[src/rtl/trd_pkg.sv]
// Shared types and constants for the touch report decoder.
package trd_pkg;

	// Request that enters the decoder: one raw report byte.
	typedef struct packed {
		logic [7:0] data_byte;
		logic       frame_start;
	} byte_req_t;

	// Request that leaves the decoder: one slot result.
	typedef struct packed {
		logic [2:0]  slot;
		logic [1:0]  slot_state;
		logic [11:0] pos_x;
		logic [11:0] pos_y;
		logic [3:0]  pressure;
		logic        last_slot;
	} slot_rpt_t;

	// Slot state codes.
	localparam logic [1:0] SLOT_UP        = 2'd0;
	localparam logic [1:0] SLOT_DOWN      = 2'd1;
	localparam logic [1:0] SLOT_NO_CHANGE = 2'd2;

	// Mask bits that count as a touch for the empty report test.
	localparam logic [7:0] TOUCH_MASK = 8'hf8;

	// Register map: register index is paddr[2].
	localparam int         PADDR_W            = 3;
	localparam logic       REG_RELEASE_HOLD   = 1'b0;
	localparam logic [3:0] RELEASE_HOLD_RESET = 4'd2;

	// Byte positions in a report.
	localparam int MASK_BYTE  = 1;
	localparam int SLOT_START = 3;

endpackage

[src/rtl/trd_cfg_regs.sv]
// Configuration register block of the touch report decoder (APB-style port).
module trd_cfg_regs
	import trd_pkg::*;
(
	input  logic               clk,
	input  logic               arst_n,
	input  logic               psel,
	input  logic               penable,
	input  logic               pwrite,
	input  logic [PADDR_W-1:0] paddr,
	input  logic [31:0]        pwdata,
	output logic [31:0]        prdata,
	output logic               pready,
	output logic [3:0]         release_hold
);

	logic [3:0] release_hold_q;
	logic       wr_en;

	assign pready = 1'b1;
	assign wr_en  = psel && penable && pwrite && (paddr[2] == REG_RELEASE_HOLD);

	always_ff @(posedge clk or negedge arst_n) begin
		if (!arst_n) begin
			release_hold_q <= RELEASE_HOLD_RESET;
		end else if (wr_en) begin
			release_hold_q <= pwdata[3:0];
		end
	end

	always_comb begin
		prdata = 32'd0;
		if (paddr[2] == REG_RELEASE_HOLD) begin
			prdata = {28'd0, release_hold_q};
		end
	end

	assign release_hold = release_hold_q;

endmodule

[src/rtl/trd_frame_decoder.sv]
// Report byte decoder: report position, finger masks, release hold and slot results.
module trd_frame_decoder
	import trd_pkg::*;
#(
	parameter int SLOTS = 5
) (
	input  logic      clk,
	input  logic      arst_n,
	input  logic      step,
	input  byte_req_t byte_in,
	input  logic [3:0] release_hold,
	output logic      res_valid,
	output slot_rpt_t res
);

	localparam int REPORT_LEN = 4 * SLOTS + 3;
	localparam int IDX_W      = $clog2(REPORT_LEN + 1);
	localparam int SLOT_IDX_W = IDX_W - 2;

	localparam logic [IDX_W-1:0]      LEN_C    = IDX_W'(REPORT_LEN);
	localparam logic [IDX_W-1:0]      MASK_C   = IDX_W'(MASK_BYTE);
	localparam logic [IDX_W-1:0]      START_C  = IDX_W'(SLOT_START);
	localparam logic [SLOT_IDX_W-1:0] LAST_C   = SLOT_IDX_W'(SLOTS - 1);

	logic [IDX_W-1:0] byte_index_q;
	logic [7:0]       held_mask_q;
	logic [4:0]       quiet_count_q;
	logic [7:0]       current_mask_q;
	logic             release_valid_q;
	logic [7:0]       high_nibbles_q;
	logic [7:0]       x_low_byte_q;
	logic [7:0]       y_low_byte_q;

	logic [IDX_W-1:0]      idx;
	logic [IDX_W-1:0]      off;
	logic [1:0]            pos;
	logic [SLOT_IDX_W-1:0] s_idx;
	logic [2:0]            slot_no;
	logic                  in_report;
	logic                  is_mask;
	logic                  is_slot;
	logic                  is_last;
	logic                  finger_on;
	logic                  finger_chg;
	logic [4:0]            quiet_inc;
	logic                  quiet_over;
	logic                  empty_mask;

	assign idx        = byte_in.frame_start ? '0 : byte_index_q;
	assign in_report  = idx < LEN_C;
	assign is_mask    = idx == MASK_C;
	assign is_slot    = idx >= START_C;
	assign off        = idx - START_C;
	assign pos        = off[1:0];
	assign s_idx      = off[IDX_W-1:2];
	assign slot_no    = 3'(s_idx);
	assign is_last    = s_idx == LAST_C;
	assign finger_on  = current_mask_q[3'd7 - slot_no];
	assign finger_chg = held_mask_q[3'd7 - slot_no] != finger_on;
	assign empty_mask = (byte_in.data_byte & TOUCH_MASK) == 8'd0;
	assign quiet_inc  = quiet_count_q + 5'd1;
	assign quiet_over = quiet_inc > {1'b0, release_hold};

	// A result leaves on the pressure byte of every slot.
	assign res_valid = step && in_report && is_slot && (pos == 2'd3);

	always_comb begin
		res           = '0;
		res.slot      = slot_no;
		res.last_slot = is_last;
		if (finger_on) begin
			res.slot_state = SLOT_DOWN;
			res.pos_x      = {high_nibbles_q[7:4], x_low_byte_q};
			res.pos_y      = {high_nibbles_q[3:0], y_low_byte_q};
			res.pressure   = byte_in.data_byte[3:0];
		end else if (finger_chg && release_valid_q) begin
			res.slot_state = SLOT_UP;
		end else begin
			res.slot_state = SLOT_NO_CHANGE;
		end
	end

	always_ff @(posedge clk or negedge arst_n) begin
		if (!arst_n) begin
			byte_index_q    <= '0;
			held_mask_q     <= '0;
			quiet_count_q   <= '0;
			current_mask_q  <= '0;
			release_valid_q <= 1'b0;
			high_nibbles_q  <= '0;
			x_low_byte_q    <= '0;
			y_low_byte_q    <= '0;
		end else if (step && in_report) begin
			byte_index_q <= idx + IDX_W'(1);
			if (is_mask) begin
				current_mask_q <= byte_in.data_byte;
				if (!empty_mask) begin
					quiet_count_q   <= '0;
					release_valid_q <= 1'b1;
				end else if (quiet_over) begin
					quiet_count_q   <= '0;
					release_valid_q <= 1'b1;
				end else begin
					quiet_count_q   <= quiet_inc;
					release_valid_q <= 1'b0;
				end
			end else if (is_slot) begin
				case (pos)
					2'd0: high_nibbles_q <= byte_in.data_byte;
					2'd1: x_low_byte_q   <= byte_in.data_byte;
					2'd2: y_low_byte_q   <= byte_in.data_byte;
					default: begin
						if (is_last && release_valid_q) begin
							held_mask_q <= current_mask_q;
						end
					end
				endcase
			end
		end else if (step && byte_in.frame_start) begin
			byte_index_q <= IDX_W'(1);
		end
	end

endmodule

[src/rtl/touch_report_decoder.sv]
// Top level of the touch report decoder: input register, decoder and result register.
//
// Decodes a touch controller report that arrives one byte per request: frame_start marks
// byte 0, byte 1 is the finger mask (slot i uses bit 7-i), byte 2 is skipped and each slot
// then takes four bytes (high nibbles, x low, y low, pressure). On every pressure byte one
// slot result leaves: down with 12-bit x/y and pressure, up, or no change; bytes from index
// 4*SLOTS+3 on are dropped. A mask with none of the top five bits set counts as an empty report,
// and a release is accepted at once after a non-empty mask, else only once more than
// release_hold such reports arrive in a row. Timing: one byte per clock is sustained while
// slot_stall is low. A byte is held in the input register, is decoded in a single pass and
// its result is shown from the result register. The input register and the result register
// decouple the two sides: a new byte is taken while a result waits, and byte_stall rises
// only when both registers are full and slot_stall is high. Register release_hold sits at
// byte address 0 and is written through the APB-style port.
module touch_report_decoder
	import trd_pkg::*;
#(
	parameter int SLOTS = 5
) (
	input  logic               clk,
	input  logic               arst_n,
	input  logic               byte_valid,
	output logic               byte_stall,
	input  byte_req_t          byte_req,
	output logic               slot_valid,
	input  logic               slot_stall,
	output slot_rpt_t          slot_rpt,
	input  logic               psel,
	input  logic               penable,
	input  logic               pwrite,
	input  logic [PADDR_W-1:0] paddr,
	input  logic [31:0]        pwdata,
	output logic [31:0]        prdata,
	output logic               pready
);

	logic       valid_s1;
	byte_req_t  req_s1;
	logic       out_valid_q;
	slot_rpt_t  out_rpt_q;
	logic [3:0] release_hold;
	logic       advance;
	logic       step;
	logic       load_s1;
	logic       res_valid;
	slot_rpt_t  res;

	trd_cfg_regs u_cfg (
		.clk          (clk),
		.arst_n       (arst_n),
		.psel         (psel),
		.penable      (penable),
		.pwrite       (pwrite),
		.paddr        (paddr),
		.pwdata       (pwdata),
		.prdata       (prdata),
		.pready       (pready),
		.release_hold (release_hold)
	);

	// The result register can take a new result when empty or being drained.
	assign advance    = !out_valid_q || !slot_stall;
	// Decode the held byte once the result side can take what it produces.
	assign step       = valid_s1 && advance;
	// Hold off the sender only while the input register is full and cannot move.
	assign byte_stall = valid_s1 && !advance;
	assign load_s1    = byte_valid && !byte_stall;

	always_ff @(posedge clk or negedge arst_n) begin
		if (!arst_n) begin
			valid_s1 <= 1'b0;
		end else if (load_s1) begin
			valid_s1 <= 1'b1;
		end else if (step) begin
			valid_s1 <= 1'b0;
		end
	end

	always_ff @(posedge clk) begin
		if (load_s1) begin
			req_s1 <= byte_req;
		end
	end

	trd_frame_decoder #(
		.SLOTS (SLOTS)
	) u_dec (
		.clk          (clk),
		.arst_n       (arst_n),
		.step         (step),
		.byte_in      (req_s1),
		.release_hold (release_hold),
		.res_valid    (res_valid),
		.res          (res)
	);

	// Load a fresh result, or drop the shown one once it has been taken.
	always_ff @(posedge clk or negedge arst_n) begin
		if (!arst_n) begin
			out_valid_q <= 1'b0;
		end else if (advance) begin
			out_valid_q <= res_valid;
		end
	end

	always_ff @(posedge clk) begin
		if (advance && res_valid) begin
			out_rpt_q <= res;
		end
	end

	assign slot_valid = out_valid_q;
	assign slot_rpt   = out_rpt_q;

	// Only a slot that exists is ever reported.
	assert property (@(posedge clk) disable iff (!arst_n)
		slot_valid |-> (32'(slot_rpt.slot) < SLOTS))
		else $error("slot result beyond configured slot count");

	// The last flag marks exactly the final slot of a report.
	assert property (@(posedge clk) disable iff (!arst_n)
		slot_valid |-> (slot_rpt.last_slot == (32'(slot_rpt.slot) == SLOTS - 1)))
		else $error("last_slot does not match slot number");

	// Up and no-change results carry no position or pressure.
	assert property (@(posedge clk) disable iff (!arst_n)
		(slot_valid && (slot_rpt.slot_state != SLOT_DOWN)) |->
		(slot_rpt.pos_x == 12'd0 && slot_rpt.pos_y == 12'd0 && slot_rpt.pressure == 4'd0))
		else $error("payload not cleared on non-down result");

	// A stalled input means the input register is full and the result side is blocked.
	assert property (@(posedge clk) disable iff (!arst_n)
		byte_stall |-> (valid_s1 && out_valid_q && slot_stall))
		else $error("input stalled without a blocked pipeline");

endmodule
[config.mk]
export PLATFORM = sky130hd
export DESIGN_NAME = touch_report_decoder
export DESIGN_NICKNAME = d
export VERILOG_FILES = /design/src/rtl/trd_pkg.sv /design/src/rtl/trd_cfg_regs.sv /design/src/rtl/trd_frame_decoder.sv /design/src/rtl/touch_report_decoder.sv
export SDC_FILE = /design/constraint.sdc
export NUM_CORES = 1
export LEC_CHECK = 0
export ABC_CLOCK_PERIOD_IN_PS = 7800
export BUFFER_PORTS_ARGS = -buffer_cell sky130_fd_sc_hd__clkbuf_2
export CORE_ASPECT_RATIO = 1.75
export CORE_MARGIN = 2
export CORE_UTILIZATION = 56
export DETAILED_ROUTE_END_ITERATION = 16
export PLACE_DENSITY = 0.84
export RECOVER_POWER = 100
export SKIP_CTS_REPAIR_TIMING = 1
export SLEW_MARGIN = 30
export SYNTH_ARGS = -nofsm -noshare
export SYNTH_HDL_FRONTEND = slang
export SYNTH_SLANG_ARGS = --single-unit
[constraint.sdc]
create_clock -name clk -period 7.8 [get_ports clk]
set_input_delay 0 -clock clk [delete_from_list [all_inputs] [get_ports clk]]
set_output_delay 0 -clock clk [all_outputs]
set_load 0.01 [all_outputs]
* After elaboration in Yosys (flattened, before gate mapping)
Cells that the tools add are included.
** Storage, ports and cells
- Bits of input ports :: 51
- Word-level logic and storage cells :: 79
- Register bits :: 100
- Output and inout port bits :: 69
** Cells by class
- Bitwise gates (word level) :: 3
- Equality and inequality tests :: 6
- Add/sub/neg operators :: 4
- Multiplexer cells :: 15
- Order comparisons :: 4
- Reductions and logical operators :: 28
** Operators by type and width (count)
- $mux W5 :: 5
- $logic_and A1 B1 Y1 :: 13
- $reduce_and A4 Y1 :: 3
- $add A5 B1 Y5 const B :: 2
- $logic_not A8 Y1 :: 1
- $bmux W1 S3 :: 2
- $mux W1 :: 6
- $eq A5 B1 Y1 const B :: 1
- $ge A5 B2 Y1 const B :: 1
- $gt A5 B4 Y1 :: 1
- $lt A5 B5 Y1 const B :: 1
- $reduce_and A5 Y1 :: 1
- $sub A5 B2 Y5 const B :: 1
- $eq A2 B2 Y1 const B :: 2
- $logic_not A1 Y1 :: 4
- $lt A3 B4 Y1 const B :: 1
- $mux W4 :: 1
- $reduce_bool A2 Y1 :: 2
- $eq A3 B3 Y1 const B :: 1
- $not A1 Y1 :: 3
- $reduce_or A3 Y1 :: 1
- $sub A3 B3 Y3 const A :: 1
- $eq A2 B1 Y1 const B :: 1
- $logic_not A2 Y1 :: 1
- other kinds (4) :: 4

* Longest topological paths before layout
Gate-level depths: netlist of run 1.
- Depth after elaboration :: 8
- Gate-level depth with buffers :: 9
- Gate-level depth less buffers :: 8

* By module
From an unflattened synthesis of run 1, not the netlist that was laid out.
** Second synthesis, totals
- Cells, all modules :: 334
- Area total of the unflattened synthesis :: 4598.2 µm²
** Modules (own cells, without submodules)
- trd_frame_decoder :: area each 2777.7 µm², cells each 237, sequential area each 1276.2 µm², times used 1
- touch_report_decoder :: area each 1390.1 µm², cells each 53, sequential area each 1341.3 µm², times used 1
- trd_cfg_regs :: area each 430.4 µm², cells each 44, sequential area each 101.3 µm², times used 1

* Worst setup path after synthesis of run 1
No wires, ideal clock.
- Path type :: register -> register
- Start point :: register req_s1[0] (netlist name)
- End point :: register u_dec.held_mask_q[2]
- Clock period less this slack :: 3.208 ns
- Path slack :: 4.592 ns
- Stages on the path, launching flop included :: 10
- Required time :: 7.675 ns
- Path buffers :: 2
- Arrival time :: 3.083 ns
- Library setup time :: 0.125 ns
- Cell sequence :: edfxtp_1 > buf_4 > nor2b_1 > ha_1 > a21oi_1 > a21oi_1 > and2_1 > and3_1 > buf_4 > mux2_2
** Between the ends
- Cells in the longest elaborated chain, start to end :: 6
- Elaborated cells on any way between the ends :: 15
- Classes of those cells :: add/sub (1); order compare (2); eq/ne (4); mux (1); bitwise (2); reduce/logical (5)
** Ends and longest elaborated chain
- from (decl) :: line touch_report_decoder.sv:38 : byte_req_t req_s1;
- from (signal assigned) :: line touch_report_decoder.sv:81 : req_s1 <= byte_req;
- $mux W5 * :: line trd_frame_decoder.sv:49 : assign idx = byte_in.frame_start ? '0 : byte_index_q;
- $sub A5 B2 Y5 :: line trd_frame_decoder.sv:53 : assign off = idx - START_C;
- $eq A2 B1 Y1, or another cell as far along :: line trd_frame_decoder.sv:108 : case (pos)
- $reduce_or A3 Y1 (no line)
- $not A1 Y1 (no line)
- $reduce_and A5 Y1 (no line) *
- to (signal assigned) :: line trd_frame_decoder.sv:114 : held_mask_q <= current_mask_q;
- to (decl) :: line trd_frame_decoder.sv:26 : logic [7:0] held_mask_q;
Mark *: on every way between the ends. The rest lies on a longest branch, timed or not.
A chain may end at the register's enable or synchronous reset.

==> results of run 1 <==
-- logic make-up after synthesis --
logic type,after synthesis
DFF,100
AOI/OAI and AO/OA,25
buffers and inverters,47
muxes,51
and+or+nand+nor,73
adders and majority gates,11
xor gates and xnor gates,5
other,2
-- Yosys cell counts (2+ instances only) --
cell      number  area share
dfrtp_1       56        0.31
mux2_2        44        0.11
edfxtp_1      43        0.29
buf_4         32       0.054
nor2b_1       32       0.045
ha_1          11       0.031
inv_1          9      0.0076
nand2_1        8      0.0067
o21ai_0        8      0.0090
nor2_1         7      0.0059
nand3_1        5      0.0056
a21oi_1        4      0.0045
and2_1         3      0.0042
buf_2          3      0.0034
nand4_1        3      0.0042
xnor2_1        3      0.0059
a21boi_1       2      0.0034
a31oi_1        2      0.0028
clkbuf_1       2      0.0017
conb_1         2      0.0017
mux2_1         2      0.0051
mux4_1         2       0.012
mux4_2         2       0.010
nand2b_1       2      0.0028
nor3_1         2      0.0022
o21a_1         2      0.0034
or2_2          2      0.0028
xor2_1         2      0.0039
-- power groups by stage --
stage	Sequential, mW	Combinational [mW]	Clock [mW]
detailed placement	0.692	0.209	0
finish	0.683	0.208	0.443
floorplan	0.674	0.179	0
global placement	0.687	0.197	0
global route	0.690	0.232	0.473
CTS	0.682	0.212	0.449
-- through the flow --
| stage | setup slack, ns | total power [mW] |
|---|---|---|
| after CTS | 4.57 | 1.34 |
| after floorplan | 4.59 | 0.853 |
| after global placement | 4.67 | 0.884 |
| after detailed placement | 4.63 | 0.901 |
| final | 3.75 | 1.33 |
| after global routing | 3.46 | 1.39 |
-- layer usage --
| metal | wire length [um] | global-route usage | vias up |
|---|---|---|---|
| met5 | 0 | 0 | - |
| met4 | 157 | 0.0825 | 0 |
| met3 | 336 | 0.0405 | 11 |
| met2 | 4320 | 0.317 | 82 |
| met1 | 2800 | 0.208 | 1290 |
| li1 | - | - | 1208 |
-- sequential cells by signal, summed over array words and instances (netlist names), 4 cells and up --
signal                cells
slot_rpt                 34
req_s1                    9
u_dec.current_mask_q      8
u_dec.held_mask_q         8
u_dec.high_nibbles_q      8
u_dec.x_low_byte_q        8
u_dec.y_low_byte_q        8
u_dec.byte_index_q        5
u_dec.quiet_count_q       5
u_cfg.release_hold        4
-- worst reg2reg max path: cells and delay by family, from the launching register on --
kind | cells | cell delay (ns)
flip-flops | 1 | 0.55
AND/OR/NAND/NOR | 3 | 0.66
adder cells (fa/ha/maj) | 1 | 0.34
multiplexers | 2 | 0.79
buffers and inverters | 1 | 0.91
AO/OA/AOI/OAI | 1 | 0.51
-- worst paths after layout --
check | slack, ns | end | startpoint | cells past startpoint
min reg2reg | 0.49 | u_dec.held_mask_q[0] | u_dec.held_mask_q[0] | 1
max in group asynchronous | 4.83 | u_dec.held_mask_q[5] | arst_n | 3
max reg2reg | 3.75 | slot_rpt[5] | req_s1[0] | 8
min | 0.15 | u_cfg.release_hold[1] | penable | 3
min in group asynchronous | 1.27 | u_dec.y_low_byte_q[2] | arst_n | 3
max | 3.75 | slot_rpt[5] | req_s1[0] | 8
-- area by class of cell --
class | count | area [um2]
multi-input cells | 194 | 1500
inverters | 9 | 33.8
fillers | 562 | 2720
clock inverters | 5 | 58.8
clock buffers | 11 | 243
repair buffers | 79 | 422
well taps | 90 | 113
flip-flops and latches | 100 | 2720
==> results.md, run 1 <==
- Pwr Density: 262 mW/mm2
- Adder-Cell Fraction of Synth Area: 0.0309
- CTS tree: built
- Final Hold Vio Count: 0
- CTS Buffer Depth: 2
- Antenna diode count: 0
- Largest family of logic cells by synthesized area: multiplexers
- All-Layer GR Usage: 0.181
- DR DRC count: 0
- Initial Utilization: 0.570
- #FFs+latches synth: 100
- Max Cap Viol: 2
- Commonest cells after routing, fill and taps aside: dfrtp_1 (56), mux2_2 (44), clkbuf_1 (44)
- I/O pin total: 120
- First-pass GRT wire length: 11,700 um
- Pre-Repair DR Iteration Count: 4
- Avg Vias per Cell: 5.31
- Slowest Stage Delay on Critical Path: 0.91 ns
- Post-Syn Instances: 314
- Setup TNS Final: 0 ns
- Crit path buf inv count: 1
- Synth Area in XOR/XNOR: 0.00984
- Area Growth Syn to Fin: 14.3%
- Synth warnings: 0
- Critical path's slowest cell: clkbuf_1
- Flop pwr share: 0.512
- RSZ-0062 raised after global routing: no
- Core Area: 0.00780 mm2
- Synth cell types: 47
- Total gr overflow: 0
- Post-route cell area: 0.00508 mm2
- 1st-iter DRT viols: 126
- Die height: 122 um
- Row cnt: 43
- Placer congestion estimate: 0.843
- CTS clk-pin slew, worst paths: 0.07 ns
- Fraction of registers with async set/reset: 0.570
- Total CTS buffers: 9
- Slew @ Worst Pin: 3.01 ns
- Pleak: 2.17 nW
- P_int: 1.00 mW
- Initial antenna violation count: 0
- Sw power: 329 uW
- Final net count: 455
- Net Sw Frac: 0.247
- Comb pwr share: 0.156
- Cells after DPL: 456
- Most common cell after layout, fill and taps aside: dfrtp_1
- Final setup vio count: 0
- Status: complete, but fails checks
- CP startpoint kind: flip-flop
- Synth Area in Simple Gates: 0.0981
- Final core utilization: 0.652
- Area after DPL: 0.00472 mm2
- Crit path time final: 4.05 ns
- Synth Cell Area: 0.00445 mm2
- Part of the Yosys area used for sequential elements: 0.611
- Crit path kind: reg2reg
- Worst Clk Skew: 0.00573 ns
- Remaining antenna violation count: 0
- Max IR drop VDD: 0.175 mV
- Fmax: 0.247 GHz
- Largest net degree at the start of global routing: 58
- Die area: 0.00870 mm2
- Post-DR wirelength/cell: 15.6 um
- DIE WIDTH: 71.4 um
- Share of cells above drive strength 1: 0.219
- DR vias: 2,591
- Post-DP HPWL: 5130 um
- Clk_lat worst skew: 0.34 ns
- WHS: 0.146 ns
- Root Driver: clkbuf_16
- Cell repeated most along the worst path: nor2b_1
- Sink Count: 100
- CP delay by family, top: buffers and inverters
- EDFF count, synth: 43
- Max-slew violation count: 94
- Crit share post-route: 0.519
- Syn_area_per_cell: 14.2 um2
- Total Wirelength: 7620 um
- Violated checks: capacitance limit, slew limit
- Clock power share: 0.332
- Final std cells w/o fill: 488
- IO Port Bufs: 60
- Worst path arrival time: 4.09 ns
- Post-synth top flop: dfrtp_1
- Vias in the first global route: 2,391
- Mux cell area share after synthesis: 0.141
- Max FO, Critical Path: 29
- Worst Setup End Kind: flip-flop
- Hold Crit Class: in2reg
- Critical path required time: 7.84 ns
- Worst path cell trace: nor2b_1, ha_1, nor3_1, o22ai_1, mux4_2, mux2i_1, clkbuf_1, nor2b_1
- Worst rel slew slack: -1.01
- CTS HTree Levels: 3
- Compound-Gate Fraction of Synth Area: 0.0385
Note: power is estimated with default switching activity, not from simulation.
==> inputs of run 2 (changes only) <==
Settings changed: ABC_AREA set to 1, ABC_CLOCK_PERIOD_IN_PS 7800 to 3300, CORE_UTILIZATION 56 to 48, PLACE_DENSITY 0.84 to 0.76.
Clock period 7.8 ns to 3.3 ns, I/O delays scaled along.
==> run 2 against run 1 <==
  * The run now ends clean
  * Register-to-register slack lost 3.2 ns
  * Setup slack lost 3.2 ns
  * Via count up 24%
  * Critical endpoint is now slot_rpt[26]
  * Hold slack worse by 0.072 ns
  * First-iteration DRC count up 130%
  * Flip-flop and latch count unchanged
  * Fmax grew 48%
  * Clock power up 140%
  * Critical path depth rose by 7
  * Cell count up 38%
  * Core utilization decreased by 9.1 points
==> results.md, run 2 <==
- Status: complete, no violations
- Sink Count: 100
- CP delay by family, top: simple AND/OR/NAND/NOR gates
- EDFF count, synth: 43
- Synth cell types: 30
- All-Layer GR Usage: 0.169
- Post-DP HPWL: 5860 um
- #FFs+latches synth: 100
- Core Area: 0.00947 mm2
- Root Driver: clkbuf_16
- Total gr overflow: 0
- Synth Cell Area: 0.00467 mm2
- Area after DPL: 0.00498 mm2
- Worst rel slew slack: 0.129
- Multi-input logic area: 0.00142 mm2
- Placer congestion estimate: 0.846
- CTS Buffer Depth: 2
- Commonest cells after routing, fill and taps aside: nand2_1 (99), inv_1 (67), dfrtp_1 (56)
- Part of the Yosys area used for sequential elements: 0.583
- Total CTS buffers: 9
- Worst path arrival time: 2.82 ns
- Register area: 0.00272 mm2
- Largest net degree at the start of global routing: 44
- I/O pin total: 120
- Cell repeated most along the worst path: nand2_1
- RSZ-0062 raised after global routing: no
- DIE WIDTH: 78.5 um
- Crit share post-route: 0.827
- CTS clk-pin slew, worst paths: 0.07 ns
- Initial antenna violation count: 0
- Row cnt: 47
- 1st-iter DRT viols: 284
- Max reg flops: 34
- Final net count: 609
- Crit path kind: reg2reg
- Dominant cell type by area after synthesis: dfrtp_1
- Max FO, Critical Path: 26
- Antenna diode count: 0
- Slowest Stage Delay on Critical Path: 0.38 ns
- Area Growth Syn to Fin: 13.7%
- Initial Utilization: 0.493
- Share of cells above drive strength 1: 0.111
- Max IR drop VDD: 0.385 mV
- Most common cell after layout, fill and taps aside: nand2_1
- Fmax: 0.367 GHz
- Slew @ Worst Pin: 1.31 ns
- Final Hold Vio Count: 0
- Worst path cell trace: clkinvlp_2, nand2_1, inv_1, ha_1, inv_1, nand3_1, nand2_2, nand2_1, nand2_1, nand2_1, nand3_1, nand2_2, inv_2, buf_12, nor2_1
- Setup TNS Final: 0 ns
- Clk_lat worst skew: 0.34 ns
- IO Port Bufs: 60
- Most frequent cell after synthesis: nand2_1
- Avg Vias per Cell: 4.78
- CTS HTree Levels: 3
- Pwr Total: 3.42 mW
- First-pass GRT wire length: 13,800 um
- Synth top cells by count: nand2_1 (96), inv_1 (66), dfrtp_1 (56), edfxtp_1 (43)
- Pleak: 2.50 nW
- Pre-Repair DR Iteration Count: 4
- WHS: 0.0743 ns
- DR DRC count: 0
- CTS tree: built
- Hold Crit Class: in2reg
- Critical path's slowest cell: edfxtp_1
- Crit path time final: 2.73 ns
- Syn_area_per_cell: 9.99 um2
- Crit path buf inv count: 5
- Max-slew violation count: 0
- Post-Syn Instances: 467
- Worst Setup End Kind: flip-flop
- Fraction of registers with async set/reset: 0.570
- Final setup vio count: 0
- DR vias: 3,221
- Die height: 134 um
- Vias in the first global route: 3,081
- CP startpoint kind: flip-flop
- Pwr Density: 644 mW/mm2
- Max Cap Viol: 0
- Pre-CTS setup slack: 0.835 ns
- Fillers: 833
- Post-DR wirelength/cell: 12.6 um
- Critical path required time: 3.39 ns
- Post-synth top flop: dfrtp_1
- Total Wirelength: 8500 um
- Worst Clk Skew: 0.00983 ns
- Setup slack after layout: 0.573 ns
- Die area: 0.0106 mm2
- Synth warnings: 0
- Remaining antenna violation count: 0
- Post-route cell area: 0.00531 mm2
- Top cells by area, synth: dfrtp_1 (30%), edfxtp_1 (28%), nand2_1 (7.7%), inv_1 (5.3%), buf_4 (4.7%)
- Top cell type's share of synthesized area: 0.300
run 2: changes by cell type after synthesis, sizes merged, moves of 4 or more:
cell and delta:
nand2 +100, inv +62, mux2 -46, nor2 +39, o21ai +34, nor2b -33, nand3 +23, a21oi +6
mux4 -4
run 2: per-layer routing:
| metal | vias to the layer above | track usage | wire [um] |
|---|---|---|---|
| met5 | - | 0 | 0 |
| met4 | 0 | 0.0906 | 318 |
| met3 | 22 | 0.0390 | 391 |
| met2 | 93 | 0.289 | 4520 |
| met1 | 1534 | 0.194 | 3260 |
| li1 | 1572 | - | - |
run 2: power by group:
part / total [mW] / switching, mW / internal (mW)
Sequential: 1.69 / 0.122 / 1.56
Combinational: 0.659 / 0.426 / 0.233
Clock: 1.07 / 0.439 / 0.631
run 2: path summary, 6_finish.rpt:
path                                      start                 endpoint  slack [ns]  cells after the start
max                                   req_s1[0]             slot_rpt[26]        0.57                     15
min                                      pwrite    u_cfg.release_hold[1]        0.07                      3
max reg2reg                           req_s1[0]             slot_rpt[26]        0.57                     15
min reg2reg                u_dec.held_mask_q[0]     u_dec.held_mask_q[0]        0.47                      2
max in group asynchronous                arst_n  u_dec.high_nibbles_q[6]        1.31                      3
min in group asynchronous                arst_n     u_dec.held_mask_q[6]        0.48                      2
run 2: layout make-up:
class,instances,share of cell area
Inverter,71,0.0505
Sequential cell,100,0.512
Clock inverter,5,0.0108
Multi-Input combinational cell,286,0.267
Clock buffer,11,0.0476
Timing Repair Buffer,79,0.0832
Tap cell,122,0.0288
run 2: stage by stage:
step / instances / util
CTS: 658 / 0.559
global placement: 642 / 0.526
detailed placement: 642 / 0.526
finish: 674 / 0.560
global route: 674 / 0.560
floorplan: 494 / -
run 2: logic make-up after synthesis:
| logic type | count (synthesis) | share of synthesized area |
|---|---|---|
| AOI/OAI and AO/OA | 54 | 0.0590 |
| xor gates and xnor gates | 5 | 0.0110 |
| buffers and inverters | 108 | 0.117 |
| other | 2 | 0.00161 |
| and+or+nand+nor | 187 | 0.199 |
| DFF | 100 | 0.583 |
| adders and majority gates | 11 | 0.0295 |
run 2: worst min-delay path, delay by kind of cell:
| kind | cells | cell delay [ns] |
|---|---|---|
| AO/OA/AOI/OAI | 1 | 0.11 |
| buffers and inverters | 1 | 0.08 |
| AND/OR/NAND/NOR | 1 | 0.23 |
